**config.mk**
```make
export PLATFORM = sky130hd
export DESIGN_NAME = oidlog_ctrl
export DESIGN_NICKNAME = d
export VERILOG_FILES = /design/src/rtl/core/oidlog_pkg.sv /design/src/rtl/core/oidlog_ctrl.sv
export SDC_FILE = /design/constraint.sdc
export NUM_CORES = 1
export LEC_CHECK = 0
export BUFFER_PORTS_ARGS = -buffer_cell sky130_fd_sc_hd__buf_4
export CORE_AREA = 2 2 48 50
export DETAILED_ROUTE_END_ITERATION = 10
export DIE_AREA = 0 0 50 52
export PLACE_DENSITY = 0.82
export SETUP_SLACK_MARGIN = 0.5
export SKIP_LAST_GASP = 1
export SLEW_MARGIN = 5
export SYNTH_ARGS = -nofsm -noshare
export SYNTH_HDL_FRONTEND = slang
export SYNTH_SLANG_ARGS = --single-unit
```
**constraint.sdc**
```tcl
create_clock -name clk_i -period 4.7 [get_ports clk_i]
set_clock_uncertainty 0.05 [all_clocks]
set_input_delay 0.47 -clock clk_i [delete_from_list [all_inputs] [get_ports clk_i]]
set_output_delay 0.47 -clock clk_i [all_outputs]
set_load 0.005 [all_outputs]
```
**src/rtl/core/oidlog_pkg.sv**
```systemverilog
// Shared types and constants for the ordered ID log table.
// Holds command and result codes and the controller/datapath handshake structs.
// No dependencies.
`timescale 1ns / 1ps
`default_nettype none

package oidlog_pkg;

  localparam int unsigned TableDepthDef = 1024;

  localparam int unsigned IdW     = 64;
  localparam int unsigned CmdW    = 3;
  localparam int unsigned LenW    = 11;
  localparam int unsigned IdxW    = 10;
  localparam int unsigned StatW   = 2;

  typedef enum logic [CmdW-1:0] {
    CmdAppend     = 3'd0,
    CmdDelete     = 3'd1,
    CmdTrimMaxlen = 3'd2,
    CmdTrimMinid  = 3'd3,
    CmdLowerBound = 3'd4,
    CmdReadAt     = 3'd5
  } cmd_e;

  typedef enum logic [StatW-1:0] {
    RsOk         = 2'd0,
    RsNotGreater = 2'd1,
    RsFull       = 2'd2,
    RsNotFound   = 2'd3
  } rstat_e;

  // Datapath steps issued by the controller.
  typedef struct packed {
    logic load;
    logic srch_rd;
    logic srch_upd;
    logic lb_done;
    logic rd_lo;
    logic not_found;
    logic minid_set;
    logic append;
    logic maxlen;
    logic rd_n1;
    logic note_trim;
    logic dchk_ok;
    logic sh_rd;
    logic sh_wr;
    logic sh_end;
    logic rd_idx;
    logic cap_entry;
    logic resp;
  } op_t;

  // Conditions reported back to the controller.
  typedef struct packed {
    logic [CmdW-1:0] cmd;
    logic            lo_lt_hi;
    logic            lo_ge_count;
    logic            n_zero;
    logic            key_match;
    logic            sh_more;
    logic            idx_ge_count;
    logic            out_free;
  } stat_t;

endpackage

`default_nettype wire

```
**src/rtl/core/oidlog_ctrl.sv**
```systemverilog
// Controller state machine of the ordered ID log table.
// Depends on oidlog_pkg; drives the step commands of oidlog_dp.
`timescale 1ns / 1ps
`default_nettype none

module oidlog_ctrl (
  input  wire                 clk_i,
  input  wire                 rst_ni,
  input  wire                 req_valid_i,
  output logic                req_ready_o,
  input  oidlog_pkg::stat_t   stat_i,
  output oidlog_pkg::op_t     op_o
);
  import oidlog_pkg::*;

  typedef enum logic [13:0] {
    SIdle = 14'b00000000000001,
    SDisp = 14'b00000000000010,
    SSrch = 14'b00000000000100,
    SScmp = 14'b00000000001000,
    SPost = 14'b00000000010000,
    SExec = 14'b00000000100000,
    STrim = 14'b00000001000000,
    SNote = 14'b00000010000000,
    SDchk = 14'b00000100000000,
    SShr  = 14'b00001000000000,
    SShw  = 14'b00010000000000,
    SRdi  = 14'b00100000000000,
    SRdw  = 14'b01000000000000,
    SResp = 14'b10000000000000
  } state_e;

  state_e state_q, state_d;

  assign req_ready_o = (state_q == SIdle);

  always_comb begin
    state_d = state_q;
    op_o    = '0;
    case (state_q)
      SIdle: begin
        if (req_valid_i) begin
          op_o.load = 1'b1;
          state_d   = SDisp;
        end
      end
      SDisp: begin
        case (stat_i.cmd)
          CmdAppend, CmdTrimMaxlen:              state_d = SExec;
          CmdDelete, CmdTrimMinid, CmdLowerBound: state_d = SSrch;
          CmdReadAt:                             state_d = SRdi;
          default:                               state_d = SResp;
        endcase
      end
      SSrch: begin
        if (stat_i.lo_lt_hi) begin
          op_o.srch_rd = 1'b1;
          state_d      = SScmp;
        end else begin
          state_d = SPost;
        end
      end
      SScmp: begin
        op_o.srch_upd = 1'b1;
        state_d       = SSrch;
      end
      SPost: begin
        case (stat_i.cmd)
          CmdLowerBound: begin
            op_o.lb_done = 1'b1;
            state_d      = SResp;
          end
          CmdDelete: begin
            if (stat_i.lo_ge_count) begin
              op_o.not_found = 1'b1;
              state_d        = SResp;
            end else begin
              op_o.rd_lo = 1'b1;
              state_d    = SDchk;
            end
          end
          CmdTrimMinid: begin
            op_o.minid_set = 1'b1;
            state_d        = STrim;
          end
          default: state_d = SResp;
        endcase
      end
      SExec: begin
        if (stat_i.cmd == CmdAppend) begin
          op_o.append = 1'b1;
          state_d     = SResp;
        end else begin
          op_o.maxlen = 1'b1;
          state_d     = STrim;
        end
      end
      STrim: begin
        if (stat_i.n_zero) begin
          state_d = SResp;
        end else begin
          op_o.rd_n1 = 1'b1;
          state_d    = SNote;
        end
      end
      SNote: begin
        op_o.note_trim = 1'b1;
        state_d        = SResp;
      end
      SDchk: begin
        if (stat_i.key_match) begin
          op_o.dchk_ok = 1'b1;
          state_d      = SShr;
        end else begin
          op_o.not_found = 1'b1;
          state_d        = SResp;
        end
      end
      SShr: begin
        if (stat_i.sh_more) begin
          op_o.sh_rd = 1'b1;
          state_d    = SShw;
        end else begin
          op_o.sh_end = 1'b1;
          state_d     = SResp;
        end
      end
      SShw: begin
        op_o.sh_wr = 1'b1;
        state_d    = SShr;
      end
      SRdi: begin
        if (stat_i.idx_ge_count) begin
          op_o.not_found = 1'b1;
          state_d        = SResp;
        end else begin
          op_o.rd_idx = 1'b1;
          state_d     = SRdw;
        end
      end
      SRdw: begin
        op_o.cap_entry = 1'b1;
        state_d        = SResp;
      end
      SResp: begin
        if (stat_i.out_free) begin
          op_o.resp = 1'b1;
          state_d   = SIdle;
        end
      end
      default: state_d = SIdle;
    endcase
  end

  always_ff @(posedge clk_i or negedge rst_ni) begin
    if (!rst_ni) begin
      state_q <= SIdle;
    end else begin
      state_q <= state_d;
    end
  end

endmodule

`default_nettype wire

```
==> reports/qor.yml, run 1 <==
ys_ff_latch: 14
cp_max_fo: 9
port_buffers: 31
rsz0062_at_grt: "no"
slew_headroom: 0.700
synth_area_per_cell_um2: 9.05
fin_crit_sh: 0.547
viasPerCell: 5.78
die_y_um: 52
tightest_slew_ps: 445
reg_top3: "state_q (14)"
clk_pin_slew_ps: 90
drc: 0
max_freq_mhz: 389
insertion_delay_ps: 280
antenna_cells: 0
syn_to_final_growth_pct: 24.0
cts_tree: "yes"
cts-resized-gates: 0
p_leak_nw: 0.621
finalMaxSlewViolations: 0
hold_violations: 0
htreeDepth: 1
critPathCaptureType: "output port"
die_x_um: 50
grt_max_degree: 15
wire_per_inst_um: 14.5
grt_pass1_vias: 982
maxCapViolations: 0
pwr_density_cell_nw_per_um2: 321
numClockSinks: 14
ant_nets: 0
hold_path_class: "in2reg"
finalWirelength_um: 2630
row_count: 17
grt_pass1_wl_um: 4480
drive_gt1_frac: 0.294
cp_slowest_cell: "dfrtp_1"
synth_cell_types: 44
start_kind: "flop"
setup_tns_ps: 0
min_period_ps: 2570
gr-usage-all-layers: 0.227
critPathArrivalTime_ps: 2050
setup_viol: 0
place_hpwl_um: 2100
dp_cells: 176
die_area_um2: 2600
critPathKind: "reg2out"
firstDrtPassIters: 4
overflow: 0
vias: 1046
ys_seq_area_frac: 0.319
cts_buffer_depth: 2
synth_cells: 122
grt_antenna_before_repair: 0
regMostFlops: "state_q"
critical_path.most_common_cell: "nand3_1"
slowest_delay_ps: 500
nNetsFinal: 167
post-place-ws_ps: 2440
outcome: "completed"
io_pins: 32
gp_congestion: 0.881
stdcell_count: 181
yosys_warnings: 0
largest_reg_flops: 14
cp.required_ps: 4180
crit_chain: "nor4_4, nand3_1, nor2_2, nand3_1, inv_2, and2_1, buf_4"
cts-root-buf: "clkbuf_4"
core_region_area_um2: 2110
drt_iter0_drc: 49
setup_slack_ps: 2130
synth_area_um2: 1100
syn-num-nets: 135
cts_buffers: 3
start_util: 0.524
vdd_ir_drop_max_uv: 289
## cells in the mapped netlist, drive strengths merged
library cell,n,area [um^2]
and3,3,18.8
and2,2,12.5
o21ai,7,35.0
nand2,8,30.0
and4,3,26.3
o32ai,1,27.5
o31ai,1,7.51
clkbuf,1,3.75
a22oi,1,7.51
xnor2,1,8.76
nand3,6,42.5
inv,4,15.0
nor2,18,70.1
nor3b,5,48.8
xor2,3,26.3
or4b,1,10.0
o311ai,1,8.76
nor4b,3,26.3
nor3,6,35.0
dfrtp,13,325
nand2b,5,38.8
dfstp,1,26.3
nand4b,2,17.5
buf,4,35.0
a21oi,1,5.00
a311oi,1,8.76
a211o,1,8.76
and4b,1,10.0
nor4,7,88.8
o22a,2,17.5
or2,1,6.26
nor2b,3,18.8
nand3b,4,30.0
o22ai,1,6.26
## where the power goes
group / total (W) / switching [W] / internal (W)
combinational: 0.000203 / 0.000111 / 0.0000918
sequential: 0.000163 / 0.0000270 / 0.000136
clock: 0.0000733 / 0.0000404 / 0.0000329
## metal layers
| layer | part of all wire | global-route usage | routed length (um) | vias to the layer above |
|---|---|---|---|---|
| li1 | - | - | - | 510 |
| met1 | 0.47 | 0.294 | 1240 | 507 |
| met2 | 0.49 | 0.375 | 1280 | 25 |
| met3 | 0.037 | 0.0460 | 97 | 4 |
| met4 | 0.0072 | 0.0787 | 19 | 0 |
| met5 | 0 | 0 | 0 | - |
## area by class of cell
cell class              instances  area [um^2]
fillers                       180          737
multi-input cells              99          698
repair buffers                 32          243
flip-flops and latches         14          352
well taps                      28         35.0
inverters                       4         15.0
clock buffers                   4         26.3
## path summary, 6_finish.rpt
path | cells after the start | startpoint | slack, ps | endpoint
worst max register to register | 5 | state_q[8]$_DFFE_PN0P_ | 2860 | state_q[0]$_DFFE_PN1P_
min in group asynchronous | 2 | rst_ni | 510 | state_q[13]$_DFFE_PN0P_
worst min register to register | 2 | state_q[0]$_DFFE_PN1P_ | 570 | state_q[0]$_DFFE_PN1P_
max in group asynchronous | 2 | rst_ni | 3830 | state_q[0]$_DFFE_PN1P_
worst min-delay path | 2 | stat_i[6] | 290 | state_q[4]$_DFFE_PN0P_
worst max-delay path | 7 | state_q[8]$_DFFE_PN0P_ | 2130 | op_o[17]
## cells in the final DEF (no fill, tap or decap), types with 5 or more instances in the layout
| master | n |
|---|---|
| buf_4 | 31 |
| nor3_1 | 5 |
| dfrtp_1 | 13 |
| o21ai_0 | 6 |
| nand3_1 | 5 |
| nand2_1 | 8 |
| nor2_1 | 17 |
## through the flow
step	utilization	area, um^2	hold slack [ps]	power, W
finish	0.650	1370	286	0.000439
global route	0.650	1370	279	0.000469
CTS	0.650	1370	286	0.000440
detailed placement	0.633	1330	281	0.000366
global placement	0.633	1330	281	0.000359
floorplan	-	1100	124	0.000306
## what timing repair did
action / 4_1_cts / 5_1_grt
hold endpoints to repair: 13 / 0
setup buffers: 0 / 0
hold buffers: 1 / 0
## worst max-delay path, delay by kind of cell, from the launching register on
family	cells	cell delay [ps]
simple gates	5	1080
flops	1	500
buf+inv	2	190
## kinds of logic (layout without fill, tap and decap cells)
kind of cell / after synthesis / after routing / synth area share
buf+inv: 9 / 40 / 0.0487
xor+xnor: 4 / 4 / 0.0318
flops: 14 / 14 / 0.319
compound gates: 17 / 17 / 0.120
simple gates: 78 / 78 / 0.481
Power figures use the tool's default switching activity.
==> inputs of run 2 (changes only) <==
--- a/config.mk
+++ b/config.mk
@@ -5,11 +5,12 @@
 export SDC_FILE = /design/constraint.sdc
 export NUM_CORES = 1
 export LEC_CHECK = 0
+export ABC_AREA = 1
 export BUFFER_PORTS_ARGS = -buffer_cell sky130_fd_sc_hd__buf_4
-export CORE_AREA = 2 2 48 50
+export CORE_AREA = 2 2 50 52
 export DETAILED_ROUTE_END_ITERATION = 10
-export DIE_AREA = 0 0 50 52
-export PLACE_DENSITY = 0.82
+export DIE_AREA = 0 0 52 54
+export PLACE_DENSITY = 0.75
 export SETUP_SLACK_MARGIN = 0.5
 export SKIP_LAST_GASP = 1
 export SLEW_MARGIN = 5
==> constraint.sdc (replaced) <==
create_clock -name clk_i -period 2.6 [get_ports clk_i]
set_clock_uncertainty 0.05 [all_clocks]
set_input_delay 0.26 -clock clk_i [delete_from_list [all_inputs] [get_ports clk_i]]
set_output_delay 0.26 -clock clk_i [all_outputs]
set_load 0.005 [all_outputs]
==> run 2 against run 1 <==
Compared with the run above:
- clock-buffer cell count is the same
- final area grew 3.5%
- global-route usage shrank 2.9 points
- total power grew 62%
- utilization shrank 3.9 points
- final cell count grew 28%
- non-clock buffer count grew 4
- worst setup slack lost 1500 ps
- synthesized cell count grew 33%
- flip-flop and latch count is the same
- via count grew 5.7%
- first-iteration DRC count shrank 45%
- largest cell class unchanged
==> reports/qor.yml, run 2 <==
cts_buffers: 3
synth_area_per_cell_um2: 6.68
critical_path.top_delay_family: "simple AND/OR/NAND/NOR gates"
intPower_w: 0.000429
setup_viol: 0
overflow: 0
setup_tns_ps: 0
gr-usage-all-layers: 0.198
rsz0062_at_grt: "no"
io_pins: 32
gp_congestion: 0.915
htreeDepth: 1
clk_pin_slew_ps: 100
cp_slowest_cell: "dfrtp_1"
die_area_um2: 2810
hold_violations: 0
p_leak_nw: 0.815
outcome: "completed"
swShare: 0.397
max_freq_mhz: 505
final_cell_mix: "nor2_1 (44), buf_4 (35), nand2_1 (31), inv_1 (29), dfrtp_1 (13)"
numClockSinks: 14
die_y_um: 54
synth_edf_count: 0
wire_per_inst_um: 11.2
reg_top3: "state_q (14)"
ys_seq_area_frac: 0.325
hold_path_class: "in2reg"
port_buffers: 31
finalWirelength_um: 2580
synthFlopType: "dfrtp_1"
yosys_warnings: 0
post-place-ws_ps: 914
ant_nets: 0
fillers: 218
cts-root-buf: "clkbuf_4"
antenna_cells: 0
synth-async-reset-ratio: 1.00
utilization: 0.611
synth_cell_types: 26
grt_antenna_before_repair: 0
fin_crit_sh: 0.762
drive_gt1_frac: 0.294
vias: 1106
crit_chain: "nor2_2, nand2_4, nor2_2, nand2_4, nor3b_2, nor2_1, inv_1, buf_4"
cp.required_ps: 2290
fin_hold_ws_ps: 80.2
min_period_ps: 1980
place_hpwl_um: 2090
pwr-share-clk: 0.185
seq_power_share: 0.372
regMostFlops: "state_q"
start_util: 0.467
combPwrFrac: 0.443
slew_headroom: 0.825
synth_area_um2: 1080
die_x_um: 52
critPathKind: "reg2out"
cp_num_buf_inv: 2
viasPerCell: 4.79
yosys.area.top_type: "dfrtp_1"
grt_pass1_wl_um: 4110
insertion_delay_ps: 280
cp_max_fo: 7
grt_pass1_vias: 968
critPathCaptureType: "output port"
synth_cells: 162
cts_buffer_depth: 2
core_region_area_um2: 2320
synth_top_area_frac: 0.301
pwr_density_cell_nw_per_um2: 503
drt_iter0_drc: 27
vdd_ir_drop_max_uv: 403
p_switching_w: 0.000283
row_count: 18
maxCapViolations: 0
finalMaxSlewViolations: 0
tightest_slew_ps: 260
start_kind: "flop"
final_common_cell: "nor2_1"
grt_max_degree: 15
synthTopCellsByArea: "dfrtp_1 (30%), nor2_1 (15%), nand2_1 (11%), inv_1 (10%), nor2_8 (3.7%)"
cts_tree: "yes"
syn_to_final_growth_pct: 30.9
ys_ff_latch: 14
syn-num-nets: 175
largest_reg_flops: 14
nNetsFinal: 215
synthTopCellsByCount: "nor2_1 (44), nand2_1 (31), inv_1 (29)"
firstDrtPassIters: 4
slowest_delay_ps: 410
critPathArrivalTime_ps: 1670
drc: 0
synth_most_common_cell: "nor2_1"
setup_slack_ps: 618
==> run 2: cell types whose count changed in the layout (fill, tap and decap cells not counted), moves of 4 or more <==
cell	previous run	this run
nor2_1	17	44
inv_1	3	29
nand2_1	8	31
buf_4	31	35
nand2b_1	4	0
nand3b_1	4	0
nor2_2	1	5
nor3b_1	4	0
==> run 2: worst reg2reg max path, delay by kind of cell (launching register included) <==
family	cells	cell delay, ps
buffers and inverters	2	190
DFF	1	410
and+or+nand+nor	9	870
==> run 2: worst paths after layout <==
check	cells past startpoint	start	endpoint	slack, ps
max	8	state_q[3]$_DFFE_PN0P_	op_o[12]	620
min	2	stat_i[4]	state_q[7]$_DFFE_PN0P_	80
max reg2reg	11	state_q[11]$_DFFE_PN0P_	state_q[0]$_DFFE_PN1P_	1000
min reg2reg	5	state_q[3]$_DFFE_PN0P_	state_q[4]$_DFFE_PN0P_	670
max in group asynchronous	2	rst_ni	state_q[0]$_DFFE_PN1P_	1940
min in group asynchronous	2	rst_ni	state_q[7]$_DFFE_PN0P_	300
==> run 2: power groups by stage <==
stage	combinational, W	sequential [W]	clock, W
2_1_floorplan	0.000210	0.000263	0
5_1_grt	0.000356	0.000267	0.000151
4_1_cts	0.000297	0.000264	0.000135
3_5_place_dp	0.000296	0.000268	0
6_report	0.000316	0.000265	0.000132
3_3_place_gp	0.000288	0.000266	0
==> run 2: metal layers <==
metal / global-route usage / vias up / wire length (um)
li1: - / 573 / -
met1: 0.264 / 498 / 1170
met2: 0.333 / 29 / 1280
met3: 0.0194 / 6 / 100
met4: 0.0746 / 0 / 40
met5: 0 / - / 0
==> run 2: cell families (layout without fill, tap and decap cells) <==
family	count (synthesis)	in the layout	synth area share
AO/OA/AOI/OAI	8	8	0.0393
buffers and inverters	31	70	0.111
flip-flops	14	14	0.325
AND/OR/NAND/NOR	109	109	0.525
==> run 2: layout make-up <==
class	instances	area (um^2)	area share
inverter	30	113	0.0795
tap	30	37.5	0.0265
timing repair buffer	36	273	0.193
multi-input combinational	117	616	0.435
clock buffer	4	26.3	0.0186
sequential	14	352	0.248
==> run 2: repair_timing <==
action                     4_1_cts  5_1_grt
hold endpoints to repair        13        0
gates resized for setup          0        2
buffers inserted                 0        4
setup endpoints to repair        0        1
hold buffers                     1        0
==> run 2: metrics by stage <==
step	std cells	total power [W]	area [um^2]
6_report	231	0.000712	1420
4_1_cts	227	0.000696	1380
2_1_floorplan	162	0.000473	1080
3_3_place_gp	222	0.000554	1350
3_5_place_dp	222	0.000564	1350
5_1_grt	231	0.000774	1420
